`config.mk`:
```
export PLATFORM = sky130hd
export DESIGN_NAME = calendar_table_interpolator_top
export DESIGN_NICKNAME = d
export VERILOG_FILES = /design/src/sv/cti_pkg.sv /design/src/sv/cti_ram.sv /design/src/sv/cti_queue.sv /design/src/sv/cti_div.sv /design/src/sv/cti_front.sv /design/src/sv/cti_back.sv /design/src/sv/calendar_table_interpolator_top.sv
export SDC_FILE = /design/constraint.sdc
export NUM_CORES = 2
export LEC_CHECK = 0
export ABC_AREA = 0
export BUFFER_PORTS_ARGS = -buffer_cell sky130_fd_sc_hd__buf_2
export CELL_PAD_IN_SITES_DETAIL_PLACEMENT = 0
export CELL_PAD_IN_SITES_GLOBAL_PLACEMENT = 1
export CORE_MARGIN = 5
export CORE_UTILIZATION = 36
export DETAILED_ROUTE_END_ITERATION = 12
export PLACE_DENSITY_LB_ADDON = 0.1
export SETUP_SLACK_MARGIN = 0.3
export SYNTH_ARGS = -nofsm -noshare
export SYNTH_HDL_FRONTEND = slang
export SYNTH_SLANG_ARGS = --single-unit
```
`constraint.sdc`:
```
create_clock -name clk -period 11.9 [get_ports clk]
set_clock_uncertainty 0.2 [all_clocks]
set_input_delay 1.785 -clock clk [delete_from_list [all_inputs] [get_ports clk]]
set_output_delay 1.785 -clock clk [all_outputs]
set_load 0.05 [all_outputs]
```
`src/sv/cti_pkg.sv`:
```
// shared types, constants and helpers for the calendar table interpolator
package cti_pkg;

	localparam int DOY_W     = 9;
	localparam int MIN_W     = 12;
	localparam int ENTRY_W   = DOY_W + MIN_W;
	localparam int IDX_W     = 5;
	localparam int DIV_W     = 21;
	localparam int DIVR_W    = 9;
	localparam int HOUR_W    = 6;
	localparam int MREM_W    = 6;
	localparam int RES_W     = 12;
	localparam int MINS_PER_HOUR = 60;
	localparam int HHMM_SCALE    = 100;
	localparam int RES_MAX       = 4095;
	// from this many hours on the result is past the 12-bit range
	localparam int HOUR_SAT      = 41;
	localparam int CNT_RESET     = 28;
	localparam int CFG_W         = 6;

	typedef enum logic {
		FUNC_LOAD  = 1'b0,
		FUNC_QUERY = 1'b1
	} func_t;

	typedef struct packed {
		func_t              func;
		logic [IDX_W-1:0]   idx;
		logic [DOY_W-1:0]   doy;
		logic [MIN_W-1:0]   minutes;
		logic               bad;
	} cmd_t;

	typedef struct packed {
		logic busy;
		logic div_busy;
	} bk_stat_t;

	// first day offset of each month, non-leap year
	function automatic logic [DOY_W-1:0] month_start(input logic [3:0] m);
		logic [DOY_W-1:0] r;
		begin
			case (m)
				4'd1:    r = 9'd0;
				4'd2:    r = 9'd31;
				4'd3:    r = 9'd59;
				4'd4:    r = 9'd90;
				4'd5:    r = 9'd120;
				4'd6:    r = 9'd151;
				4'd7:    r = 9'd181;
				4'd8:    r = 9'd212;
				4'd9:    r = 9'd243;
				4'd10:   r = 9'd273;
				4'd11:   r = 9'd304;
				4'd12:   r = 9'd334;
				default: r = 9'd0;
			endcase
			return r;
		end
	endfunction

endpackage

```
`src/sv/cti_ram.sv`:
```
// generic single write port ram with registered read
module cti_ram #(
	parameter int WIDTH = 21,
	parameter int DEPTH = 32
) (
	input  logic                     clk,
	input  logic                     we,
	input  logic [$clog2(DEPTH)-1:0] waddr,
	input  logic [WIDTH-1:0]         wdata,
	input  logic [$clog2(DEPTH)-1:0] raddr,
	output logic [WIDTH-1:0]         rdata
);

	logic [WIDTH-1:0] mem_q [DEPTH];

	always_ff @(posedge clk) begin
		if (we) begin
			mem_q[waddr] <= wdata;
		end
		rdata <= mem_q[raddr];
	end

endmodule

```
`src/sv/cti_queue.sv`:
```
// two entry command queue between front and back
module cti_queue
	import cti_pkg::*;
(
	input  logic clk,
	input  logic arst_n,
	input  logic push_valid,
	output logic push_ready,
	input  cmd_t push_data,
	output logic pop_valid,
	input  logic pop_ready,
	output cmd_t pop_data
);

	cmd_t       slot_q [2];
	logic       wr_ptr_q;
	logic       rd_ptr_q;
	logic [1:0] fill_q;
	logic       push;
	logic       pop;

	assign push_ready = (fill_q != 2'd2);
	assign pop_valid  = (fill_q != 2'd0);
	assign pop_data   = slot_q[rd_ptr_q];
	assign push       = push_valid && push_ready;
	assign pop        = pop_valid && pop_ready;

	always_ff @(posedge clk) begin
		if (push) begin
			slot_q[wr_ptr_q] <= push_data;
		end
	end

	always_ff @(posedge clk or negedge arst_n) begin
		if (!arst_n) begin
			wr_ptr_q <= 1'b0;
			rd_ptr_q <= 1'b0;
			fill_q   <= 2'd0;
		end else begin
			if (push) begin
				wr_ptr_q <= ~wr_ptr_q;
			end
			if (pop) begin
				rd_ptr_q <= ~rd_ptr_q;
			end
			case ({push, pop})
				2'b10:   fill_q <= fill_q + 2'd1;
				2'b01:   fill_q <= fill_q - 2'd1;
				default: fill_q <= fill_q;
			endcase
		end
	end

endmodule

```
`src/sv/cti_div.sv`:
```
// restoring divider, one quotient bit per cycle
module cti_div
	import cti_pkg::*;
(
	input  logic              clk,
	input  logic              arst_n,
	input  logic              start,
	input  logic [DIV_W-1:0]  dividend,
	input  logic [DIVR_W-1:0] divisor,
	output logic              busy,
	output logic              done,
	output logic [DIV_W-1:0]  quo,
	output logic [DIVR_W-1:0] rem
);

	localparam int CNT_W = $clog2(DIV_W);

	logic [DIV_W-1:0]  dq_q;
	logic [DIVR_W-1:0] rem_q;
	logic [DIVR_W-1:0] dvs_q;
	logic [CNT_W-1:0]  cnt_q;
	logic              busy_q;
	logic              done_q;
	logic [DIVR_W:0]   trial;
	logic              ge;

	assign trial = {rem_q, dq_q[DIV_W-1]};
	assign ge    = (trial >= {1'b0, dvs_q});

	always_ff @(posedge clk) begin
		if (start) begin
			dq_q  <= dividend;
			rem_q <= '0;
			dvs_q <= divisor;
		end else if (busy_q) begin
			dq_q  <= {dq_q[DIV_W-2:0], ge};
			rem_q <= ge ? DIVR_W'(trial - {1'b0, dvs_q}) : DIVR_W'(trial);
		end
	end

	always_ff @(posedge clk or negedge arst_n) begin
		if (!arst_n) begin
			busy_q <= 1'b0;
			done_q <= 1'b0;
			cnt_q  <= '0;
		end else begin
			done_q <= 1'b0;
			if (start) begin
				busy_q <= 1'b1;
				cnt_q  <= '0;
			end else if (busy_q) begin
				cnt_q <= cnt_q + 1'b1;
				if (cnt_q == CNT_W'(DIV_W - 1)) begin
					busy_q <= 1'b0;
					done_q <= 1'b1;
				end
			end
		end
	end

	assign busy = busy_q;
	assign done = done_q;
	assign quo  = dq_q;
	assign rem  = rem_q;

endmodule

```
`src/sv/cti_front.sv`:
```
// front: takes items, converts date and time, hands commands to the queue
module cti_front
	import cti_pkg::*;
(
	input  logic             clk,
	input  logic             arst_n,
	input  logic             in_valid,
	output logic             in_ready,
	input  logic             func,
	input  logic [IDX_W-1:0] entry_index,
	input  logic [3:0]       month,
	input  logic [4:0]       day,
	input  logic [11:0]      time_hhmm,
	output logic             push_valid,
	input  logic             push_ready,
	output cmd_t             push_data
);

	logic             v_s1;
	logic             func_s1;
	logic [IDX_W-1:0] idx_s1;
	logic [3:0]       month_s1;
	logic [4:0]       day_s1;
	logic [11:0]      t_s1;
	logic             bad;
	logic [11:0]      r;
	logic [5:0]       h;

	assign in_ready   = !v_s1 || push_ready;
	assign push_valid = v_s1;

	always_ff @(posedge clk) begin
		if (in_valid && in_ready) begin
			func_s1  <= func;
			idx_s1   <= entry_index;
			month_s1 <= month;
			day_s1   <= day;
			t_s1     <= time_hhmm;
		end
	end

	always_ff @(posedge clk or negedge arst_n) begin
		if (!arst_n) begin
			v_s1 <= 1'b0;
		end else if (in_ready) begin
			v_s1 <= in_valid;
		end
	end

	always_comb begin
		bad = (month_s1 < 4'd1) || (month_s1 > 4'd12) || (day_s1 == 5'd0);
		// split hhmm into hours and minutes, one hour bit per step
		r = t_s1;
		h = '0;
		for (int k = 5; k >= 0; k--) begin
			if (r >= 12'(HHMM_SCALE << k)) begin
				r    = r - 12'(HHMM_SCALE << k);
				h[k] = 1'b1;
			end
		end
		push_data.func    = func_t'(func_s1);
		push_data.idx     = idx_s1;
		push_data.bad     = bad;
		push_data.doy     = bad ? '0 : month_start(month_s1) + DOY_W'(day_s1);
		push_data.minutes = 12'(h) * 12'(MINS_PER_HOUR) + r;
	end

endmodule

```
`src/sv/cti_back.sv`:
```
// back: table writes, breakpoint walk and interpolation
module cti_back
	import cti_pkg::*;
#(
	parameter int TABLE_DEPTH = 32
) (
	input  logic                          clk,
	input  logic                          arst_n,
	input  logic                          pop_valid,
	output logic                          pop_ready,
	input  cmd_t                          pop_data,
	input  logic [$clog2(TABLE_DEPTH):0]  count,
	output logic                          out_valid,
	input  logic                          out_ready,
	output logic [RES_W-1:0]              result_hhmm,
	output logic                          bad_date,
	output bk_stat_t                      stat
);

	localparam int AW = $clog2(TABLE_DEPTH);
	localparam int CW = AW + 1;

	typedef enum logic [7:0] {
		ST_IDLE = 8'b0000_0001,
		ST_WALK = 8'b0000_0010,
		ST_MUL  = 8'b0000_0100,
		ST_SUM  = 8'b0000_1000,
		ST_DIV1 = 8'b0001_0000,
		ST_HRS  = 8'b0010_0000,
		ST_CALC = 8'b0100_0000,
		ST_OUT  = 8'b1000_0000
	} state_t;

	state_t                   state_q;
	logic [AW-1:0]            cur_q;
	logic [DOY_W-1:0]         tgt_q;
	logic                     bad_q;
	logic [DOY_W-1:0]         prev_doy_q;
	logic [MIN_W-1:0]         prev_min_q;
	logic [DOY_W-1:0]         s_doy_q;
	logic [MIN_W-1:0]         s_min_q;
	logic [DOY_W-1:0]         e_doy_q;
	logic [MIN_W-1:0]         e_min_q;
	logic signed [22:0]       p1_q;
	logic signed [22:0]       p2_q;
	logic signed [DOY_W:0]    size_q;
	logic [DIVR_W-1:0]        den_q;
	logic                     rnd_q;
	logic [HOUR_W-1:0]        h_q;
	logic [MREM_W-1:0]        m_q;
	logic                     sat_q;
	logic [RES_W-1:0]         res_q;
	logic                     out_valid_q;
	logic [RES_W-1:0]         out_res_q;
	logic                     out_bad_q;

	logic                     we;
	logic [AW-1:0]            waddr;
	logic [AW-1:0]            raddr;
	logic [ENTRY_W-1:0]       rdata;
	logic [DOY_W-1:0]         rd_doy;
	logic [MIN_W-1:0]         rd_min;
	logic                     adv;
	logic [5:0]               pr;
	logic signed [DOY_W:0]    size_c;
	logic signed [DOY_W:0]    dt_c;
	logic signed [MIN_W:0]    dm_c;
	logic signed [MIN_W:0]    sm_c;
	logic signed [22:0]       sum_c;
	logic signed [22:0]       num_c;
	logic [DIVR_W-1:0]        den_c;
	logic                     div_start;
	logic [DIV_W-1:0]         div_dividend;
	logic [DIVR_W-1:0]        div_divisor;
	logic                     div_busy;
	logic                     div_done;
	logic [DIV_W-1:0]         div_quo;
	logic [DIVR_W-1:0]        div_rem;
	logic [21:0]              r_c;
	logic                     hr_sat;
	logic [MIN_W-1:0]         hr_r;
	logic [HOUR_W-1:0]        hr_h;

	// load index wraps onto the table depth
	always_comb begin
		pr = {1'b0, pop_data.idx};
		for (int k = 4; k >= 0; k--) begin
			if (32'(pr) >= (TABLE_DEPTH << k)) begin
				pr = pr - 6'(TABLE_DEPTH << k);
			end
		end
		waddr = AW'(pr);
	end

	assign pop_ready = (state_q == ST_IDLE);
	assign we        = (state_q == ST_IDLE) && pop_valid && (pop_data.func == FUNC_LOAD);
	assign raddr     = (state_q == ST_IDLE) ? '0 : cur_q + 1'b1;
	assign rd_doy    = rdata[ENTRY_W-1:MIN_W];
	assign rd_min    = rdata[MIN_W-1:0];
	assign adv       = (tgt_q > rd_doy) && ((CW'(cur_q) + 1'b1) < count);

	cti_ram #(
		.WIDTH (ENTRY_W),
		.DEPTH (TABLE_DEPTH)
	) u_table (
		.clk   (clk),
		.we    (we),
		.waddr (waddr),
		.wdata ({pop_data.doy, pop_data.minutes}),
		.raddr (raddr),
		.rdata (rdata)
	);

	always_comb begin
		size_c = $signed({1'b0, e_doy_q}) - $signed({1'b0, s_doy_q});
		dt_c   = $signed({1'b0, tgt_q}) - $signed({1'b0, s_doy_q});
		dm_c   = $signed({1'b0, e_min_q}) - $signed({1'b0, s_min_q});
		sm_c   = $signed({1'b0, s_min_q});
		sum_c  = p1_q + p2_q;
		if (size_q == '0) begin
			num_c = 23'(sm_c);
			den_c = DIVR_W'(1);
		end else if (size_q < 0) begin
			num_c = -sum_c;
			den_c = DIVR_W'(-size_q);
		end else begin
			num_c = sum_c;
			den_c = DIVR_W'(size_q);
		end
		div_start    = (state_q == ST_SUM) && !num_c[22];
		div_dividend = DIV_W'(num_c);
		div_divisor  = den_c;
		r_c = 22'(h_q) * 22'(HHMM_SCALE) + 22'(m_q) + 22'(rnd_q);
	end

	// whole minutes into hours and minutes, one hour bit per step
	always_comb begin
		hr_sat = (div_quo >= DIV_W'(HOUR_SAT * MINS_PER_HOUR));
		hr_r   = MIN_W'(div_quo);
		hr_h   = '0;
		for (int k = HOUR_W - 1; k >= 0; k--) begin
			if (hr_r >= MIN_W'(MINS_PER_HOUR << k)) begin
				hr_r    = hr_r - MIN_W'(MINS_PER_HOUR << k);
				hr_h[k] = 1'b1;
			end
		end
	end

	cti_div u_div (
		.clk      (clk),
		.arst_n   (arst_n),
		.start    (div_start),
		.dividend (div_dividend),
		.divisor  (div_divisor),
		.busy     (div_busy),
		.done     (div_done),
		.quo      (div_quo),
		.rem      (div_rem)
	);

	always_ff @(posedge clk) begin
		unique case (state_q)
			ST_IDLE: begin
				tgt_q <= pop_data.doy;
				bad_q <= pop_data.bad;
				cur_q <= '0;
			end
			ST_WALK: begin
				if (adv) begin
					prev_doy_q <= rd_doy;
					prev_min_q <= rd_min;
					cur_q      <= cur_q + 1'b1;
				end else begin
					e_doy_q <= rd_doy;
					e_min_q <= rd_min;
					// first entry: segment collapses onto itself
					s_doy_q <= (cur_q == '0) ? rd_doy : prev_doy_q;
					s_min_q <= (cur_q == '0) ? rd_min : prev_min_q;
				end
			end
			ST_MUL: begin
				p1_q   <= sm_c * size_c;
				p2_q   <= dt_c * dm_c;
				size_q <= size_c;
			end
			ST_SUM: begin
				den_q <= den_c;
				res_q <= '0;
			end
			ST_DIV1: begin
				if (div_done) begin
					rnd_q <= ({div_rem, 1'b0} >= {1'b0, den_q});
				end
			end
			ST_HRS: begin
				h_q   <= hr_h;
				m_q   <= MREM_W'(hr_r);
				sat_q <= hr_sat;
			end
			ST_CALC: begin
				res_q <= (sat_q || (r_c > 22'(RES_MAX))) ? RES_W'(RES_MAX) : RES_W'(r_c);
			end
			ST_OUT: begin
				if (!out_valid_q || out_ready) begin
					out_res_q <= res_q;
					out_bad_q <= bad_q;
				end
			end
			default: begin
			end
		endcase
	end

	always_ff @(posedge clk or negedge arst_n) begin
		if (!arst_n) begin
			state_q     <= ST_IDLE;
			out_valid_q <= 1'b0;
		end else begin
			if (out_valid_q && out_ready && (state_q != ST_OUT)) begin
				out_valid_q <= 1'b0;
			end
			unique case (state_q)
				ST_IDLE: begin
					if (pop_valid && (pop_data.func == FUNC_QUERY)) begin
						state_q <= ST_WALK;
					end
				end
				ST_WALK: begin
					if (!adv) begin
						state_q <= ST_MUL;
					end
				end
				ST_MUL: state_q <= ST_SUM;
				ST_SUM: state_q <= num_c[22] ? ST_OUT : ST_DIV1;
				ST_DIV1: begin
					if (div_done) begin
						state_q <= ST_HRS;
					end
				end
				ST_HRS: state_q <= ST_CALC;
				ST_CALC: state_q <= ST_OUT;
				ST_OUT: begin
					if (!out_valid_q || out_ready) begin
						out_valid_q <= 1'b1;
						state_q     <= ST_IDLE;
					end
				end
				default: state_q <= ST_IDLE;
			endcase
		end
	end

	assign out_valid     = out_valid_q;
	assign result_hhmm   = out_res_q;
	assign bad_date      = out_bad_q;
	assign stat.busy     = (state_q != ST_IDLE);
	assign stat.div_busy = div_busy;

endmodule

```
`src/sv/calendar_table_interpolator_top.sv`:
```
// top level of the calendar table interpolator
//
// channel   direction  handshake            payload
// in        input      in_valid/in_ready    func, entry_index, month, day, time_hhmm
// out       output     out_valid/out_ready  result_hhmm, bad_date
// cfg       input      cfg_valid/cfg_ready  cfg_data (entry_count)
//
// a load passes through the front register and the queue before the table write
// a query walks the table, reading one entry a cycle through the table's single read port,
// then, unless the interpolation numerator is negative, runs one bit-serial divide;
// hours and minutes come from a compare and subtract step
// a two-entry queue lets the front keep taking items while the back is busy
// reset clears control state only; entry_count returns to 28
module calendar_table_interpolator_top
	import cti_pkg::*;
#(
	parameter int TABLE_DEPTH = 32
) (
	input  logic              clk,
	input  logic              arst_n,
	input  logic              in_valid,
	output logic              in_ready,
	input  logic              func,
	input  logic [IDX_W-1:0]  entry_index,
	input  logic [3:0]        month,
	input  logic [4:0]        day,
	input  logic [11:0]       time_hhmm,
	output logic              out_valid,
	input  logic              out_ready,
	output logic [RES_W-1:0]  result_hhmm,
	output logic              bad_date,
	input  logic              cfg_valid,
	output logic              cfg_ready,
	input  logic [CFG_W-1:0]  cfg_data
);

	localparam int CW = $clog2(TABLE_DEPTH) + 1;

	logic [CFG_W-1:0] entry_count_q;
	logic [CW-1:0]    cnt;
	logic             push_valid;
	logic             push_ready;
	cmd_t             push_data;
	logic             pop_valid;
	logic             pop_ready;
	cmd_t             pop_data;
	bk_stat_t         stat;

	assign cfg_ready = 1'b1;

	always_ff @(posedge clk or negedge arst_n) begin
		if (!arst_n) begin
			entry_count_q <= CFG_W'(CNT_RESET);
		end else if (cfg_valid && cfg_ready) begin
			entry_count_q <= cfg_data;
		end
	end

	always_comb begin
		if (entry_count_q == '0) begin
			cnt = CW'(1);
		end else if (32'(entry_count_q) > TABLE_DEPTH) begin
			cnt = CW'(TABLE_DEPTH);
		end else begin
			cnt = CW'(entry_count_q);
		end
	end

	cti_front u_front (
		.clk         (clk),
		.arst_n      (arst_n),
		.in_valid    (in_valid),
		.in_ready    (in_ready),
		.func        (func),
		.entry_index (entry_index),
		.month       (month),
		.day         (day),
		.time_hhmm   (time_hhmm),
		.push_valid  (push_valid),
		.push_ready  (push_ready),
		.push_data   (push_data)
	);

	cti_queue u_queue (
		.clk        (clk),
		.arst_n     (arst_n),
		.push_valid (push_valid),
		.push_ready (push_ready),
		.push_data  (push_data),
		.pop_valid  (pop_valid),
		.pop_ready  (pop_ready),
		.pop_data   (pop_data)
	);

	cti_back #(
		.TABLE_DEPTH (TABLE_DEPTH)
	) u_back (
		.clk         (clk),
		.arst_n      (arst_n),
		.pop_valid   (pop_valid),
		.pop_ready   (pop_ready),
		.pop_data    (pop_data),
		.count       (cnt),
		.out_valid   (out_valid),
		.out_ready   (out_ready),
		.result_hhmm (result_hhmm),
		.bad_date    (bad_date),
		.stat        (stat)
	);

`ifndef SYNTHESIS
	// the divider only runs inside a query
	a_div_in_query: assert property (@(posedge clk) disable iff (!arst_n)
		stat.div_busy |-> stat.busy)
		else $error("divider running while back is idle");

	// a new result only comes out of a query in progress
	a_result_from_query: assert property (@(posedge clk) disable iff (!arst_n)
		$rose(out_valid) |-> $past(stat.busy))
		else $error("result without a query");

	// nothing is popped from an empty queue
	a_pop_nonempty: assert property (@(posedge clk) disable iff (!arst_n)
		(pop_ready && !pop_valid) |=> !stat.busy)
		else $error("back left idle without a queued command");
`endif

endmodule
```
==> summary.md <==
| Metric | Value |
|---|---|
| Crit path DAT | `10.87 ns` |
| WHS Path Cells | `0` |
| Top_reg_cell synth | `edfxtp_1` |
| Initial antenna violation count | `10` |
| Reg2Reg Depth | `49` |
| Setup_tns | `0 ns` |
| Top delay family on crit path | `compound AO/OA/AOI/OAI gates` |
| H-tree depth | `3` |
| Top post-synthesis cells by area | `edfxtp_1, fa_1, ha_1, nand2_1, inv_1` |
| Mapped Nets | `5306` |
| Grt ovf | `0` |
| Fraction of layout cells with a size suffix above 1 | `0.106` |
| Avg Cell Area, Syn | `12.0 µm²` |
| CTS tree | `done` |
| Hold Fails Final Rpt | `0` |
| Worst-path fanout max | `14` |
| Synth Area in Simple Gates | `0.114` |
| Register area share after synthesis | `0.533` |
| Distinct cells, synth | `116` |
| Final Max Tran Viols | `0` |
| Multiplexer share of the synthesized area | `0.0318` |
| Critical path depth in cells | `49` |
| Die area | `0.167 mm²` |
| # fillers | `15.2k` |
| CTS buffer count | `114` |
| Crit path buffers/inverters | `9` |
| Clock Path Buffers | `3` |
| Startpoint types | `flop` |
| Worst-Margin Slew | `1.04 ns` |
| Largest area contributor in the netlist | `edfxtp_1` |
| IO Count | `54` |
| Post-DP HPWL | `99600 µm` |
| Finish-stage setup viols | `0` |
| Skew-Pair Late Insertion Delay | `0.77 ns` |
| Max Clock Freq | `0.0943 GHz` |
| Root Buffer | `clkbuf_16` |
| Post-Synth XOR/XNOR Area | `0.0320` |
| Most used cell, CP | `a21oi_1` |
| Vias | `36.2k` |
| Area share of the largest cell type after synthesis | `0.508` |
| Final worst path period share | `0.891` |
| Post-Syn Area | `0.0572 mm²` |
| Cells after Synth | `4762` |
| Post-synth EDFFs | `967` |
| Critical path class | `reg2reg` |
| Most common cell in the netlist | `edfxtp_1` |
| WL final | `155000 µm` |
| WL/cell | `22.2 µm` |
| GP Congestion | `0.807` |
| Largest net degree at the start of global routing | `165` |
| 1st-iter DRT viols | `2147` |
| Core Area | `0.158 mm²` |
| Slew margin rel. | `0.295` |
| Vias in the first global route | `36.5k` |
| First-pass iteration count of the detailed router | `5` |
| Worst EP required | `12.17 ns` |
| Slowest stage delay, CP | `0.54 ns` |
| Status | `complete, no violations` |
| Max Cap Violations | `0` |
| Area of the multi-input gates | `0.0247 mm²` |
| First-pass GRT wire length | `233000 µm` |
| Hold Path Class | `reg2reg` |
| Post-route DRC | `0` |
| Number of synthesized register bits | `1033` |
| Layout area overhead | `11.6%` |
| Hold-fix buffers, CTS | `0` |
| Clock slew at reported path FFs | `0.06 ns` |
| Period minus WS final | `10.60 ns` |
| Post-DRT Antenna Nets | `0` |
| Core Rows | `146` |
| Tot GR Track Use | `0.183` |
| DIE WIDTH | `409 µm` |
| Nets | `5335` |
| Crit-path slowest cell | `edfxtp_1` |
| FFs w/ async S/R, synth | `0.0261` |
| Top post-synthesis cells by count | `edfxtp_1, nand2_1, inv_1` |
| Adder-cell share of the synthesized area | `0.139` |
| Initial Util | `0.362` |
| Compound-Gate Fraction of Synth Area | `0.112` |
| YS warnings | `0` |
| Register area | `0.0305 mm²` |
| Die Ht | `409 µm` |
| Via density | `5.20` |
| Main combinational cell family by area after synthesis | `adder cells` |
| Buffers on Ports | `52` |
| Worst Setup End Kind | `flop` |
| Clock sinks | `1033` |
| RSZ-0062 raised after global routing | `no` |
cells by family (layout without fill, tap and decap cells):
| family | after synthesis | in the layout |
|---|---|---|
| AOI/OAI and AO/OA | 967 | 967 |
| xor gates and xnor gates | 208 | 208 |
| adders and majority gates | 507 | 507 |
| buffers and inverters | 581 | 708 |
| DFF | 1033 | 1033 |
| muxes | 144 | 144 |
| other | 1 | 5 |
| and+or+nand+nor | 1321 | 1321 |
layout by cell type (no fill, tap or decap), drive strengths merged, types with 15 or more instances in the layout:
cell	instances
xor2	63
inv	351
a31oi	99
and3	26
clkinv	58
mux2i	43
mux2	80
dfxtp	39
fa	212
o21bai	42
a311oi	28
or2	15
a21o	53
a21oi	161
or3	160
o211ai	95
nor2b	42
buf	141
edfxtp	967
dfrtp	23
nand2	506
o21ai	251
and2	143
a211oi	118
nor3	38
ha	294
nand2b	24
nand3	58
clkbuf	147
nor2	235
xnor2	145
mux4	21
what timing repair did:
action | in CTS | in global routing
gates resized for setup | 0 | 8
buffers inserted | 0 | 2
endpoints found under the setup margin | 0 | 8
through the flow:
step	utilization	hold slack (ns)	cell area, µm²	std cells	worst slack, ns
floorplan	-	0.200	57200	4762	1.75
detailed placement	0.380	0.205	60000	6745	0.516
CTS	0.403	0.219	63700	6959	0.410
global route	0.403	0.226	63800	6963	0.357
global placement	0.380	0.204	60000	6745	0.652
finish	0.403	0.220	63800	6965	1.30
state kept, by name, indices dropped and copies added (netlist names), 10 cells and up, named ones only:
register,count
u_back.u_table.mem_q,672
u_back.result_hhmm,12
u_queue.slot_q,56
u_back.p1_q,23
u_back.size_q,10
u_back.u_table.rdata,21
u_back.p2_q,23
u_front.t_s1,12
u_back.e_min_q,12
u_back.prev_min_q,12
u_back.res_q,12
u_back.s_min_q,12
u_back.u_div.quo,21
layout make-up:
class | count | area share
repair buffers | 141 | 0.0155
clock buffers | 147 | 0.0478
clock inverters | 67 | 0.0103
diodes | 4 | 0.000157
inverters | 353 | 0.0210
multi-input cells | 3148 | 0.387
well taps | 2072 | 0.0406
flip-flops and latches | 1033 | 0.478
routing by layer:
layer  up-vias  global-route usage  wire length [µm]
li1      17300                   -                 -
met3       210              0.0233              4770
met1     18100               0.236             68300
met2       531               0.320             76400
met5         -                   0                13
met4         2              0.0563              5160
worst paths after layout:
path,start,endpoint,slack (ns)
setup / recovery,u_front.t_s1[8],u_queue.slot_q[0][12],1.30
hold / removal,u_back.res_q[5],u_back.result_hhmm[5],0.22
setup reg to reg,u_front.t_s1[8],u_queue.slot_q[0][12],1.30
hold reg to reg,u_back.res_q[5],u_back.result_hhmm[5],0.22
max in group asynchronous,arst_n,entry_count_q[1],10.11
min in group asynchronous,arst_n,u_queue.rd_ptr_q,0.89
Power is left out: the tool's default activity adds up to more than one toggle a clock period on the data nets, which glitch-free logic cannot reach.
